### src/rtl/jse_pkg.sv
// Shared types, codes and escape helper functions for the JSON string escaper.
`timescale 1ns / 1ps

package jse_pkg;

   // Decision codes from the sequence classifier
   localparam logic [1:0] ACT_DONE = 2'd0;  // nothing left in the buffer
   localparam logic [1:0] ACT_ESC  = 2'd1;  // escape the head byte alone
   localparam logic [1:0] ACT_RAW  = 2'd2;  // copy a complete sequence raw
   localparam logic [1:0] ACT_HOLD = 2'd3;  // keep the partial sequence for later

   // Characters used in escapes
   localparam logic [7:0] CH_BSLASH = 8'h5c;
   localparam logic [7:0] CH_QUOTE  = 8'h22;
   localparam logic [7:0] CH_LF     = 8'h0a;
   localparam logic [7:0] CH_CR     = 8'h0d;
   localparam logic [7:0] CH_TAB    = 8'h09;
   localparam logic [7:0] CH_N      = 8'h6e;
   localparam logic [7:0] CH_R      = 8'h72;
   localparam logic [7:0] CH_T      = 8'h74;
   localparam logic [7:0] CH_U      = 8'h75;
   localparam logic [7:0] CH_ZERO   = 8'h30;

   typedef struct packed {
      logic [1:0] action;
      logic [2:0] need;    // sequence length for a raw copy
   } jse_decision_type;

   // Lower-case hex digit
   function automatic logic [7:0] hex_digit(input logic [3:0] n);
      logic [7:0] r;
      if (n < 4'd10) begin
         r = CH_ZERO + {4'h0, n};
      end else begin
         r = 8'h57 + {4'h0, n};
      end
      return r;
   endfunction

   // Number of output bytes for one escaped byte: 1, 2 or 6
   function automatic logic [2:0] esc_len(input logic [7:0] b);
      logic [2:0] r;
      if (b == CH_QUOTE || b == CH_BSLASH || b == CH_LF || b == CH_CR || b == CH_TAB) begin
         r = 3'd2;
      end else if (b < 8'h20 || b >= 8'h80) begin
         r = 3'd6;
      end else begin
         r = 3'd1;
      end
      return r;
   endfunction

   // Byte k of the escape for b
   function automatic logic [7:0] esc_byte(input logic [7:0] b, input logic [2:0] k);
      logic [7:0] r;
      r = b;
      if (esc_len(b) == 3'd2) begin
         if (k == 3'd0) begin
            r = CH_BSLASH;
         end else begin
            case (b)
               CH_QUOTE:  r = CH_QUOTE;
               CH_BSLASH: r = CH_BSLASH;
               CH_LF:     r = CH_N;
               CH_CR:     r = CH_R;
               default:   r = CH_T;
            endcase
         end
      end else if (esc_len(b) == 3'd6) begin
         case (k)
            3'd0:    r = CH_BSLASH;
            3'd1:    r = CH_U;
            3'd2:    r = CH_ZERO;
            3'd3:    r = CH_ZERO;
            3'd4:    r = hex_digit(b[7:4]);
            default: r = hex_digit(b[3:0]);
         endcase
      end
      return r;
   endfunction

endpackage

### src/rtl/jse_chan_if.sv
// Valid/ready channel interfaces for the escaper's byte input and byte output.
`timescale 1ns / 1ps

interface jse_req_if;
   logic       valid;
   logic       ready;
   logic [7:0] in_byte;
   logic       in_last;

   modport source (output valid, output in_byte, output in_last, input ready);
   modport sink   (input valid, input in_byte, input in_last, output ready);
endinterface

interface jse_rsp_if;
   logic       valid;
   logic       ready;
   logic [7:0] out_byte;
   logic       out_last;

   modport source (output valid, output out_byte, output out_last, input ready);
   modport sink   (input valid, input out_byte, input out_last, output ready);
endinterface

### src/rtl/jse_classify.sv
// Strict UTF-8 classifier for the head of the byte buffer.
`timescale 1ns / 1ps

module jse_classify (
   input  logic [7:0]                b0,
   input  logic [7:0]                b1,
   input  logic [7:0]                b2,
   input  logic [7:0]                b3,
   input  logic [2:0]                count,
   input  logic                      last,
   output jse_pkg::jse_decision_type decision
);

   logic [2:0] need;
   logic [2:0] lim;
   logic       second_ok;
   logic       bad;

   // Sequence length from the lead byte
   always_comb begin
      if (b0 inside {[8'hc2:8'hdf]}) begin
         need = 3'd2;
      end else if (b0 inside {[8'he0:8'hef]}) begin
         need = 3'd3;
      end else if (b0 inside {[8'hf0:8'hf4]}) begin
         need = 3'd4;
      end else begin
         need = 3'd0;
      end
   end

   // Strict second-byte ranges
   always_comb begin
      case (b0)
         8'he0:   second_ok = b1 inside {[8'ha0:8'hbf]};
         8'hed:   second_ok = b1 inside {[8'h80:8'h9f]};
         8'hf0:   second_ok = b1 inside {[8'h90:8'hbf]};
         8'hf4:   second_ok = b1 inside {[8'h80:8'h8f]};
         default: second_ok = b1 inside {[8'h80:8'hbf]};
      endcase
   end

   // Only the bytes present so far are checked
   assign lim = (count < need) ? count : need;
   assign bad = (lim >= 3'd2 && !second_ok)
             || (lim >= 3'd3 && !(b2 inside {[8'h80:8'hbf]}))
             || (lim >= 3'd4 && !(b3 inside {[8'h80:8'hbf]}));

   always_comb begin
      decision.need = need;
      if (count == 3'd0) begin
         decision.action = jse_pkg::ACT_DONE;
      end else if (need == 3'd0 || bad) begin
         decision.action = jse_pkg::ACT_ESC;
      end else if (count >= need) begin
         decision.action = jse_pkg::ACT_RAW;
      end else if (last) begin
         decision.action = jse_pkg::ACT_ESC;
      end else begin
         decision.action = jse_pkg::ACT_HOLD;
      end
   end

endmodule

### src/rtl/json_string_escaper_utf8_core.sv
// Top level of the JSON string escaper with strict UTF-8 pass-through.
// Usage:
//   req_chan carries one string byte per word (in_byte) and in_last on the
//   final byte of a string. rsp_chan carries the escaped text one byte per
//   word; out_last marks the final output byte of a string.
//   Well-formed UTF-8 sequences pass raw; a lead byte whose sequence is not
//   complete yet is kept (up to three bytes) until the next word arrives.
//   Broken sequences, or a string that ends mid-sequence, get the lead byte
//   escaped as \u00xx and the remaining bytes are examined again.
// Operation:
//   An input word is taken while idle, then a shared classify/emit
//   sequencer runs: a decision on the buffer head, then the output bytes of
//   that decision, repeated until the buffer is empty or holds a partial
//   sequence. In the worst case four bytes are replayed as escapes.
//   req_chan.ready is high only while idle.
// Reset (synchronous, active high) drops any held bytes and the pending
// output word. A stall on rsp_chan holds the output register and freezes
// the sequencer; the input stays blocked until the item is fully emitted.
`timescale 1ns / 1ps

module json_string_escaper_utf8_core (
   input  logic            clock,
   input  logic            reset,
   jse_req_if.sink         req_chan,
   jse_rsp_if.source       rsp_chan
);

   localparam logic [1:0] ST_IDLE   = 2'd0;
   localparam logic [1:0] ST_DECIDE = 2'd1;
   localparam logic [1:0] ST_ESC    = 2'd2;
   localparam logic [1:0] ST_RAW    = 2'd3;

   logic [1:0] state_ff, state_in;
   logic [7:0] buf_ff [4];
   logic [7:0] buf_in [4];
   logic [2:0] count_ff, count_in;
   logic       last_ff, last_in;
   logic [2:0] k_ff, k_in;
   logic [2:0] raw_left_ff, raw_left_in;
   logic       rsp_valid_ff, rsp_valid_in;
   logic [7:0] rsp_byte_ff, rsp_byte_in;
   logic       rsp_last_ff, rsp_last_in;

   jse_pkg::jse_decision_type decision;
   logic       slot_free;
   logic       accept;
   logic [2:0] head_len;

   jse_classify u_classify (
      .b0       (buf_ff[0]),
      .b1       (buf_ff[1]),
      .b2       (buf_ff[2]),
      .b3       (buf_ff[3]),
      .count    (count_ff),
      .last     (last_ff),
      .decision (decision)
   );

   assign slot_free        = !rsp_valid_ff || rsp_chan.ready;
   assign req_chan.ready   = (state_ff == ST_IDLE);
   assign accept           = req_chan.valid && req_chan.ready;
   assign head_len         = jse_pkg::esc_len(buf_ff[0]);

   assign rsp_chan.valid    = rsp_valid_ff;
   assign rsp_chan.out_byte = rsp_byte_ff;
   assign rsp_chan.out_last = rsp_last_ff;

   // Sequencer: append, classify head, emit escape or raw bytes
   always_comb begin
      state_in    = state_ff;
      buf_in      = buf_ff;
      count_in    = count_ff;
      last_in     = last_ff;
      k_in        = k_ff;
      raw_left_in = raw_left_ff;
      rsp_byte_in = rsp_byte_ff;
      rsp_last_in = rsp_last_ff;
      rsp_valid_in = rsp_valid_ff && !rsp_chan.ready;

      case (state_ff)
         ST_IDLE: begin
            if (accept) begin
               buf_in[count_ff[1:0]] = req_chan.in_byte;
               count_in = count_ff + 3'd1;
               last_in  = req_chan.in_last;
               state_in = ST_DECIDE;
            end
         end
         ST_DECIDE: begin
            case (decision.action)
               jse_pkg::ACT_ESC: begin
                  k_in     = 3'd0;
                  state_in = ST_ESC;
               end
               jse_pkg::ACT_RAW: begin
                  raw_left_in = decision.need;
                  state_in    = ST_RAW;
               end
               default: begin
                  // done, or partial sequence kept at the buffer head
                  state_in = ST_IDLE;
               end
            endcase
         end
         ST_ESC: begin
            if (slot_free) begin
               rsp_valid_in = 1'b1;
               rsp_byte_in  = jse_pkg::esc_byte(buf_ff[0], k_ff);
               rsp_last_in  = 1'b0;
               if (k_ff == head_len - 3'd1) begin
                  rsp_last_in = last_ff && (count_ff == 3'd1);
                  buf_in[0] = buf_ff[1];
                  buf_in[1] = buf_ff[2];
                  buf_in[2] = buf_ff[3];
                  count_in  = count_ff - 3'd1;
                  state_in  = ST_DECIDE;
               end else begin
                  k_in = k_ff + 3'd1;
               end
            end
         end
         default: begin
            // ST_RAW: copy the sequence one byte at a time
            if (slot_free) begin
               rsp_valid_in = 1'b1;
               rsp_byte_in  = buf_ff[0];
               rsp_last_in  = last_ff && (count_ff == 3'd1);
               buf_in[0]    = buf_ff[1];
               buf_in[1]    = buf_ff[2];
               buf_in[2]    = buf_ff[3];
               count_in     = count_ff - 3'd1;
               raw_left_in  = raw_left_ff - 3'd1;
               if (raw_left_ff == 3'd1) begin
                  state_in = ST_DECIDE;
               end
            end
         end
      endcase
   end

   // Control registers
   always_ff @(posedge clock) begin
      if (reset) begin
         state_ff     <= ST_IDLE;
         count_ff     <= 3'd0;
         rsp_valid_ff <= 1'b0;
      end else begin
         state_ff     <= state_in;
         count_ff     <= count_in;
         rsp_valid_ff <= rsp_valid_in;
      end
   end

   // Payload registers
   always_ff @(posedge clock) begin
      buf_ff      <= buf_in;
      last_ff     <= last_in;
      k_ff        <= k_in;
      raw_left_ff <= raw_left_in;
      rsp_byte_ff <= rsp_byte_in;
      rsp_last_ff <= rsp_last_in;
   end

endmodule

### src/flat_wrapper.sv
// flat-port wrapper written by rule: the top's interface ports become plain ports
module json_string_escaper_utf8_core_flat 
  (clock, reset, req_chan_valid, req_chan_in_byte, req_chan_in_last, req_chan_ready, rsp_chan_valid, rsp_chan_out_byte, rsp_chan_out_last, rsp_chan_ready);
  jse_req_if req_chan_i ();
  jse_rsp_if rsp_chan_i ();
  input  logic clock;
  input  logic reset;
  input wire logic [$bits(req_chan_i.valid)-1:0] req_chan_valid;
  input wire logic [$bits(req_chan_i.in_byte)-1:0] req_chan_in_byte;
  input wire logic [$bits(req_chan_i.in_last)-1:0] req_chan_in_last;
  output wire logic [$bits(req_chan_i.ready)-1:0] req_chan_ready;
  output wire logic [$bits(rsp_chan_i.valid)-1:0] rsp_chan_valid;
  output wire logic [$bits(rsp_chan_i.out_byte)-1:0] rsp_chan_out_byte;
  output wire logic [$bits(rsp_chan_i.out_last)-1:0] rsp_chan_out_last;
  input wire logic [$bits(rsp_chan_i.ready)-1:0] rsp_chan_ready;
  assign req_chan_i.valid = req_chan_valid;
  assign req_chan_i.in_byte = req_chan_in_byte;
  assign req_chan_i.in_last = req_chan_in_last;
  assign req_chan_ready = req_chan_i.ready;
  assign rsp_chan_valid = rsp_chan_i.valid;
  assign rsp_chan_out_byte = rsp_chan_i.out_byte;
  assign rsp_chan_out_last = rsp_chan_i.out_last;
  assign rsp_chan_i.ready = rsp_chan_ready;
  json_string_escaper_utf8_core u_core (.clock(clock), .reset(reset), .req_chan(req_chan_i), .rsp_chan(rsp_chan_i));
endmodule
### config.mk
export PLATFORM = sky130hd
export DESIGN_NAME = json_string_escaper_utf8_core_flat
export DESIGN_NICKNAME = d
export VERILOG_FILES = /design/src/rtl/jse_pkg.sv /design/src/rtl/jse_chan_if.sv /design/src/rtl/jse_classify.sv /design/src/rtl/json_string_escaper_utf8_core.sv /design/src/flat_wrapper.sv
export SDC_FILE = /design/constraint.sdc
export NUM_CORES = 1
export LEC_CHECK = 0
export BUFFER_PORTS_ARGS = -buffer_cell sky130_fd_sc_hd__buf_4
export CORE_MARGIN = 8
export CORE_UTILIZATION = 55
export DETAILED_ROUTE_END_ITERATION = 10
export HOLD_SLACK_MARGIN = 0.05
export PLACE_DENSITY = 0.78
export SLEW_MARGIN = 20
export SYNTH_ARGS = -nofsm -noshare
export SYNTH_HDL_FRONTEND = slang
export SYNTH_HIERARCHICAL = 1
export SYNTH_SLANG_ARGS = --single-unit
### constraint.sdc
create_clock -name clock -period 4.12 [get_ports clock]
set_input_delay 0.412 -clock clock [delete_from_list [all_inputs] [get_ports clock]]
set_output_delay 0.412 -clock clock [all_outputs]
set_load 0.02 [all_outputs]
==> results of run 1 <==
[worst max-delay path, stage by stage, from the launching register on]
cell and delay [ns]:
edfxtp_1 0.54, o21ai_0 0.23, nand4bb_1 0.18, ha_1 0.36, nand2_1 0.06, o21ai_1 0.21
mux2_4 0.32, o32a_1 0.20, o41a_1 0.46, inv_1 0.08, ha_1 0.13, nor2_1 0.05
a2111oi_0 0.39, buf_4 0.20
[per-layer routing]
| metal | global-route usage | vias up | wire, um |
|---|---|---|---|
| li1 | - | 1310 | - |
| met1 | 0.221 | 1345 | 3360 |
| met2 | 0.292 | 121 | 3820 |
| met3 | 0.0394 | 19 | 418 |
| met4 | 0.0602 | 0 | 156 |
| met5 | 0 | - | 0 |
[Yosys cell counts, drive strengths merged (4+ instances only)]
cell type,instances,area (um2)
nor2b,6,37.5
clkbuf,11,41.3
xnor2,5,43.8
nor2,28,105
ha,28,350
nand2,25,93.8
a31oi,5,31.3
nand3,7,45.0
mux2i,6,60.1
a2111oi,4,47.6
a211oi,5,50.1
dfxtp,6,120
nor4,4,25.0
edfxtp,48,1440
nor3,5,30.0
a21oi,14,70.1
inv,26,97.6
buf,4,25.0
o2bb2ai,24,210
o21ai,19,95.1
[sequential cells by signal, indices dropped and copies added, names as in the netlist]
signal	cells
u_core/state_ff	2
u_core/rsp_chan.valid	1
u_core/raw_left_ff	3
u_core/rsp_chan.out_last	1
u_core/count_ff	3
u_core/buf_ff	32
u_core/k_ff	3
u_core/rsp_chan.out_byte	8
u_core/last_ff	1
[layout make-up]
class / instances / area, um2
Timing Repair Buffer: 30 / 225
Clock inverter: 3 / 26.3
Clock buffer: 5 / 68.8
Multi-Input combinational cell: 238 / 1750
Fill cell: 513 / 2410
Inverter: 26 / 97.6
Sequential cell: 54 / 1560
Tap cell: 77 / 96.3
[per-stage QoR]
step / cell area [um2] / power [W]
6_report: 3830 / 0.00304
5_1_grt: 3830 / 0.00326
4_1_cts: 3830 / 0.00303
3_5_place_dp: 3730 / 0.00271
3_3_place_gp: 3730 / 0.00266
2_1_floorplan: 3480 / 0.00226
[kinds of logic after synthesis]
family / count (synthesis)
AO/OA/AOI/OAI: 100
multiplexers: 8
XOR/XNOR: 5
buffers and inverters: 41
AND/OR/NAND/NOR: 97
flip-flops: 54
adder cells (fa/ha/maj): 28
[final timing paths]
check / slack [ns] / startpoint / end / cells after the start
worst min register to register: 0.53 / u_core/state_ff[1]$_SDFFE_PP0P_ / u_core/state_ff[1]$_SDFFE_PP0P_ / 2
worst max register to register: 0.42 / u_core/buf_ff[25]$_DFFE_PP_ / u_core/raw_left_ff[2]$_DFFE_PP_ / 13
worst max-delay path: 0.42 / u_core/buf_ff[25]$_DFFE_PP_ / u_core/raw_left_ff[2]$_DFFE_PP_ / 13
worst min-delay path: 0.28 / req_chan_in_byte[3] / u_core/buf_ff[3]$_DFFE_PP_ / 1
[power breakdown]
part	switching, W	leakage, nW	internal (W)	total [W]
Clock	0.000188	0.0491	0.000126	0.000314
Combinational	0.000981	0.904	0.000637	0.00162
Sequential	0.000164	0.508	0.000940	0.00110
==> impl_metrics.py, run 1 <==
metrics = {
    "layout": {
        "finalNetCount": 396,
        "final_common_cell": "edfxtp_1",
        "diodes": 0,
        "drive_gt1_frac": 0.149,
        "fin_util": 0.613,
        "fin_cells": 433,
        "layout_common_cells": "edfxtp_1 (48), buf_4 (30), nor2_1 (28), ha_1 (28), nand2_1 (25)",
        "area_growth_pct": 10.1,
    },
    "place": {
        "port_buffers": 23,
        "hpwl_mm": 5.84,
        "place.gp.congestion": 0.881,
        "dp_cells": 425,
        "dp_worst_setup_slack_ns": 0.484,
    },
    "yosys": {
        "synth-adder-area-share": 0.101,
        "syn-cell-area_um2": 3480,
        "syn_avg_cell_area_um2": 10.4,
        "ys_warn_count": 6,
        "yosys.area_share.simple": 0.147,
        "synth_top_family_by_area": "compound AO/OA/AOI/OAI gates",
        "synth_xor_xnor_area_share": 0.0126,
        "synth_compound_area_frac": 0.218,
        "syn-num-nets": 374,
        "synthMuxAreaShare": 0.0248,
        "synth-edff-count": 48,
        "async_reset_ff_frac": 0,
        "ys_types": 68,
        "synthCells": 333,
        "yosys_register_bits": 54,
        "ys.flop_type": "edfxtp_1",
        "seq_area_frac_synth": 0.449,
    },
    "floorplanning": {
        "fp.coreArea_um2": 6240,
        "start_util": 0.557,
        "ios": 24,
        "fp.dieArea_um2": 9120,
        "chipHeight_um": 95.5,
        "die_w_um": 95.5,
        "fp-row-count": 29,
    },
    "sta": {
        "slew-limit-headroom": 0.465,
        "setup_violations": 0,
        "fin_crit_sh": 0.897,
        "max_freq_mhz": 271,
        "holdWs_ns": 0.278,
        "rsz0062_at_grt": "false",
        "fin_crit_ns": 3.70,
        "tns_ns": 0,
        "worst_pin_slew_ns": 0.799,
        "fin_ws_ns": 0.425,
        "skew_ns": 0.00735,
        "report.final.hold_viol_count": 0,
        "slew_violations": 0,
    },
    "clock_network": {
        "cts.hold.buffers_added": 0,
        "clock_latency_ns": 0.31,
        "clkSinkCount": 54,
        "clock_path_buffers": 2,
        "cts_tree": "yes",
        "cts.htree.levels": 2,
        "clkSlewWorstSetupHoldPaths_ns": 0.11,
        "cts_made_buffers": 5,
        "ctsResizeCount": 0,
        "clock-root-buffer": "clkbuf_8",
        "cts_setup_buffers": 0,
    },
    "run_status": {
        "status": "complete, no violations",
    },
    "worst_setup_path": {
        "crit_required_ns": 4.16,
        "crit_type": "reg2reg",
        "critPathCaptureType": "register",
        "crit_fanout": 10,
        "start_kind": "register",
        "worstPathArrival_ns": 3.73,
    },
    "power": {
        "p_leak_nw": 1.46,
        "ir_drop_mv": 0.534,
        "p_per_area_nw_per_um2": 793,
    },
    "global_routing": {
        "antenna_found_initial": 0,
        "grt_pass1_wl_mm": 12.9,
        "grt_pass1_vias": 2686,
        "grt_use_total": 0.176,
        "overflow": 0,
        "grt_max_degree": 28,
    },
    "detailed_routing": {
        "num_vias": 2795,
        "routed_via_density": 6.45,
        "drtIter0Drc": 188,
        "antenna_left": 0,
        "drtPass1Iterations": 7,
        "drc_errors": 0,
        "routedWlPerCell_um": 17.9,
        "postRouteWirelength_mm": 7.76,
    },
    "min_path": {
        "hp-class": "in2reg",
    },
    "flow_run": {
        "drv_cap": 0,
    },
}
(Power assumes the default switching activity.)
==> inputs of run 2 (changes only) <==
--- a/config.mk
+++ b/config.mk
@@ -6,11 +6,12 @@
 export NUM_CORES = 1
 export LEC_CHECK = 0
 export BUFFER_PORTS_ARGS = -buffer_cell sky130_fd_sc_hd__buf_4
+export CORE_ASPECT_RATIO = 2
 export CORE_MARGIN = 8
-export CORE_UTILIZATION = 55
+export CORE_UTILIZATION = 43
 export DETAILED_ROUTE_END_ITERATION = 10
 export HOLD_SLACK_MARGIN = 0.05
-export PLACE_DENSITY = 0.78
+export PLACE_DENSITY = 0.64
 export SLEW_MARGIN = 20
 export SYNTH_ARGS = -nofsm -noshare
 export SYNTH_HDL_FRONTEND = slang
==> run 2 against run 1 <==
Net effect: highest routed layer unchanged; largest power group unchanged; worst setup slack worse by 0.16 ns; largest cell class unchanged; non-clock buffer count unchanged; routed wire length is 9.2% higher; cell area rose by 2.2%; cell count increased by 4.4%.
==> impl_metrics.py, run 2 (synthesized netlist as in run 1, its figures left out) <==
metrics = {
    "run_status": {
        "status": "complete, no violations",
    },
    "clock_network": {
        "cts_setup_buffers": 0,
        "clkSlewWorstSetupHoldPaths_ns": 0.08,
        "clock_latency_ns": 0.30,
        "clock_path_buffers": 2,
        "clkSinkCount": 54,
        "cts.htree.levels": 2,
        "ctsResizeCount": 0,
        "cts_tree": "yes",
        "clock-root-buffer": "clkbuf_16",
        "cts.hold.buffers_added": 0,
        "cts_made_buffers": 5,
    },
    "place": {
        "dp_cells": 444,
        "hpwl_mm": 6.49,
        "place.gp.congestion": 0.942,
        "port_buffers": 23,
    },
    "global_routing": {
        "grt_max_degree": 27,
        "grt_pass1_wl_mm": 13.2,
        "antenna_found_initial": 0,
        "overflow": 0,
        "grt_pass1_vias": 2662,
        "grt_use_total": 0.151,
    },
    "floorplanning": {
        "fp.dieArea_um2": 11400,
        "start_util": 0.441,
        "chipHeight_um": 143,
        "die_w_um": 79.6,
        "fp-row-count": 46,
        "fp.coreArea_um2": 7890,
        "ios": 24,
    },
    "min_path": {
        "hold_end": "u_core/last_ff$_DFFE_PP_",
        "min-delay-start": "req_chan_in_last",
        "hold_depth": 1,
        "hp-class": "in2reg",
    },
    "detailed_routing": {
        "drtPass1Iterations": 4,
        "routed_via_density": 5.87,
        "drc_errors": 0,
        "antenna_left": 0,
        "drtIter0Drc": 180,
        "postRouteWirelength_mm": 8.47,
        "routedWlPerCell_um": 18.7,
        "num_vias": 2652,
    },
    "worst_setup_path": {
        "reg2reg_to": "u_core/raw_left_ff[1]$_DFFE_PP_",
        "cpMaxStageDelayCell": "edfxtp_1",
        "cp_common_cell": "ha_1",
        "ff2ff_path_depth": 13,
        "crit_required_ns": 4.14,
        "path_cells": "nand3_1, nand4bb_1, ha_1, nand2_1, o21ai_1, mux2_4, o32a_1, o41a_1, inv_1, ha_1, nor2_1, a2111oi_0, buf_4",
        "reg2reg_from": "u_core/buf_ff[29]$_DFFE_PP_",
        "reg2reg_slack_ns": 0.26,
        "crit_fanout": 14,
        "path_delay_family": "compound AO/OA/AOI/OAI gates",
        "worstPathArrival_ns": 3.88,
        "crit_type": "reg2reg",
        "start_kind": "register",
        "critPathBufInv": 2,
        "critPathCaptureType": "register",
        "crit_path_max_incr_delay_ns": 0.64,
    },
    "layout": {
        "final_common_cell": "edfxtp_1",
        "largest_reg_flops": 32,
        "area_growth_pct": 12.5,
        "fin_cells": 452,
        "finalNetCount": 396,
        "fill_cells": 741,
        "diodes": 0,
        "regMostFlops": "u_core/buf_ff",
        "drive_gt1_frac": 0.149,
        "layout_common_cells": "edfxtp_1 (48), buf_4 (30), nor2_1 (28), ha_1 (28), nand2_1 (25)",
    },
    "power": {
        "p_leak_nw": 1.49,
        "ir_drop_mv": 0.464,
        "switchingPower_w": 0.00138,
        "power_frac_comb": 0.503,
        "p_clk_frac": 0.140,
        "pwr-share-seq": 0.357,
        "p_per_area_nw_per_um2": 816,
        "swShare": 0.432,
        "p_int_w": 0.00181,
    },
    "sta": {
        "fin_crit_ns": 3.86,
        "slew-limit-headroom": 0.425,
        "fin_crit_sh": 0.936,
        "slew_violations": 0,
        "report.final.hold_viol_count": 0,
        "skew_ns": 0.00502,
        "worst_pin_slew_ns": 0.859,
        "tns_ns": 0,
        "rsz0062_at_grt": "false",
        "setup_violations": 0,
        "max_freq_mhz": 259,
    },
    "flow_run": {
        "drv_cap": 0,
    },
}
[run 2: cell counts in the layout (fill, tap and decap cells not counted)]
Identical to the previous run, type by type.
[run 2: worst max path at each step]
| stage | from | endpoint | slack [ns] | cells after the start |
|---|---|---|---|---|
| 2_1_floorplan | u_core/buf_ff[28]$_DFFE_PP_ | u_core/raw_left_ff[0]$_DFFE_PP_ | 0.35 | 11 |
| 3_3_place_gp | u_core/buf_ff[29]$_DFFE_PP_ | u_core/raw_left_ff[1]$_DFFE_PP_ | 0.41 | 13 |
| 3_5_place_dp | u_core/buf_ff[29]$_DFFE_PP_ | u_core/raw_left_ff[0]$_DFFE_PP_ | 0.32 | 13 |
| 4_1_cts | u_core/buf_ff[29]$_DFFE_PP_ | u_core/raw_left_ff[1]$_DFFE_PP_ | 0.29 | 13 |
| 5_1_grt | u_core/buf_ff[29]$_DFFE_PP_ | u_core/raw_left_ff[0]$_DFFE_PP_ | 0.08 | 13 |
| 6_report | u_core/buf_ff[29]$_DFFE_PP_ | u_core/raw_left_ff[1]$_DFFE_PP_ | 0.26 | 13 |
[run 2: power groups by stage]
stage | sequential (W) | clock [W] | combinational, W
6_report | 0.00114 | 0.000446 | 0.00161
5_1_grt | 0.00117 | 0.000476 | 0.00175
4_1_cts | 0.00114 | 0.000457 | 0.00160
3_5_place_dp | 0.00115 | 0 | 0.00159
3_3_place_gp | 0.00114 | 0 | 0.00157
2_1_floorplan | 0.00113 | 0 | 0.00112
[run 2: routing by layer]
layer	GRT usage	wire length, um
met5	0	0
met4	0.0846	299
met3	0.0246	325
met2	0.296	4810
met1	0.136	3030
[run 2: area by class of cell]
cell class | count | area, um2 | area share
tap | 96 | 120 | 0.0307
multi-input combinational | 238 | 1750 | 0.448
inverter | 26 | 97.6 | 0.0250
clock buffer | 5 | 125 | 0.0320
sequential | 54 | 1560 | 0.399
timing repair buffer | 30 | 225 | 0.0576
clock inverter | 3 | 28.8 | 0.00736
[run 2: per-stage QoR]
step | util | instance area (um2) | hold WS, ns | worst slack (ns) | power, W
after detailed placement | 0.476 | 3760 | 0.517 | 0.321 | 0.00275
after CTS | 0.496 | 3910 | 0.281 | 0.289 | 0.00320
after global routing | 0.496 | 3910 | 0.283 | 0.0801 | 0.00340
after floorplan | - | 3480 | 0.489 | 0.354 | 0.00226
final | 0.496 | 3910 | 0.289 | 0.264 | 0.00319
after global placement | 0.476 | 3760 | 0.508 | 0.409 | 0.00271
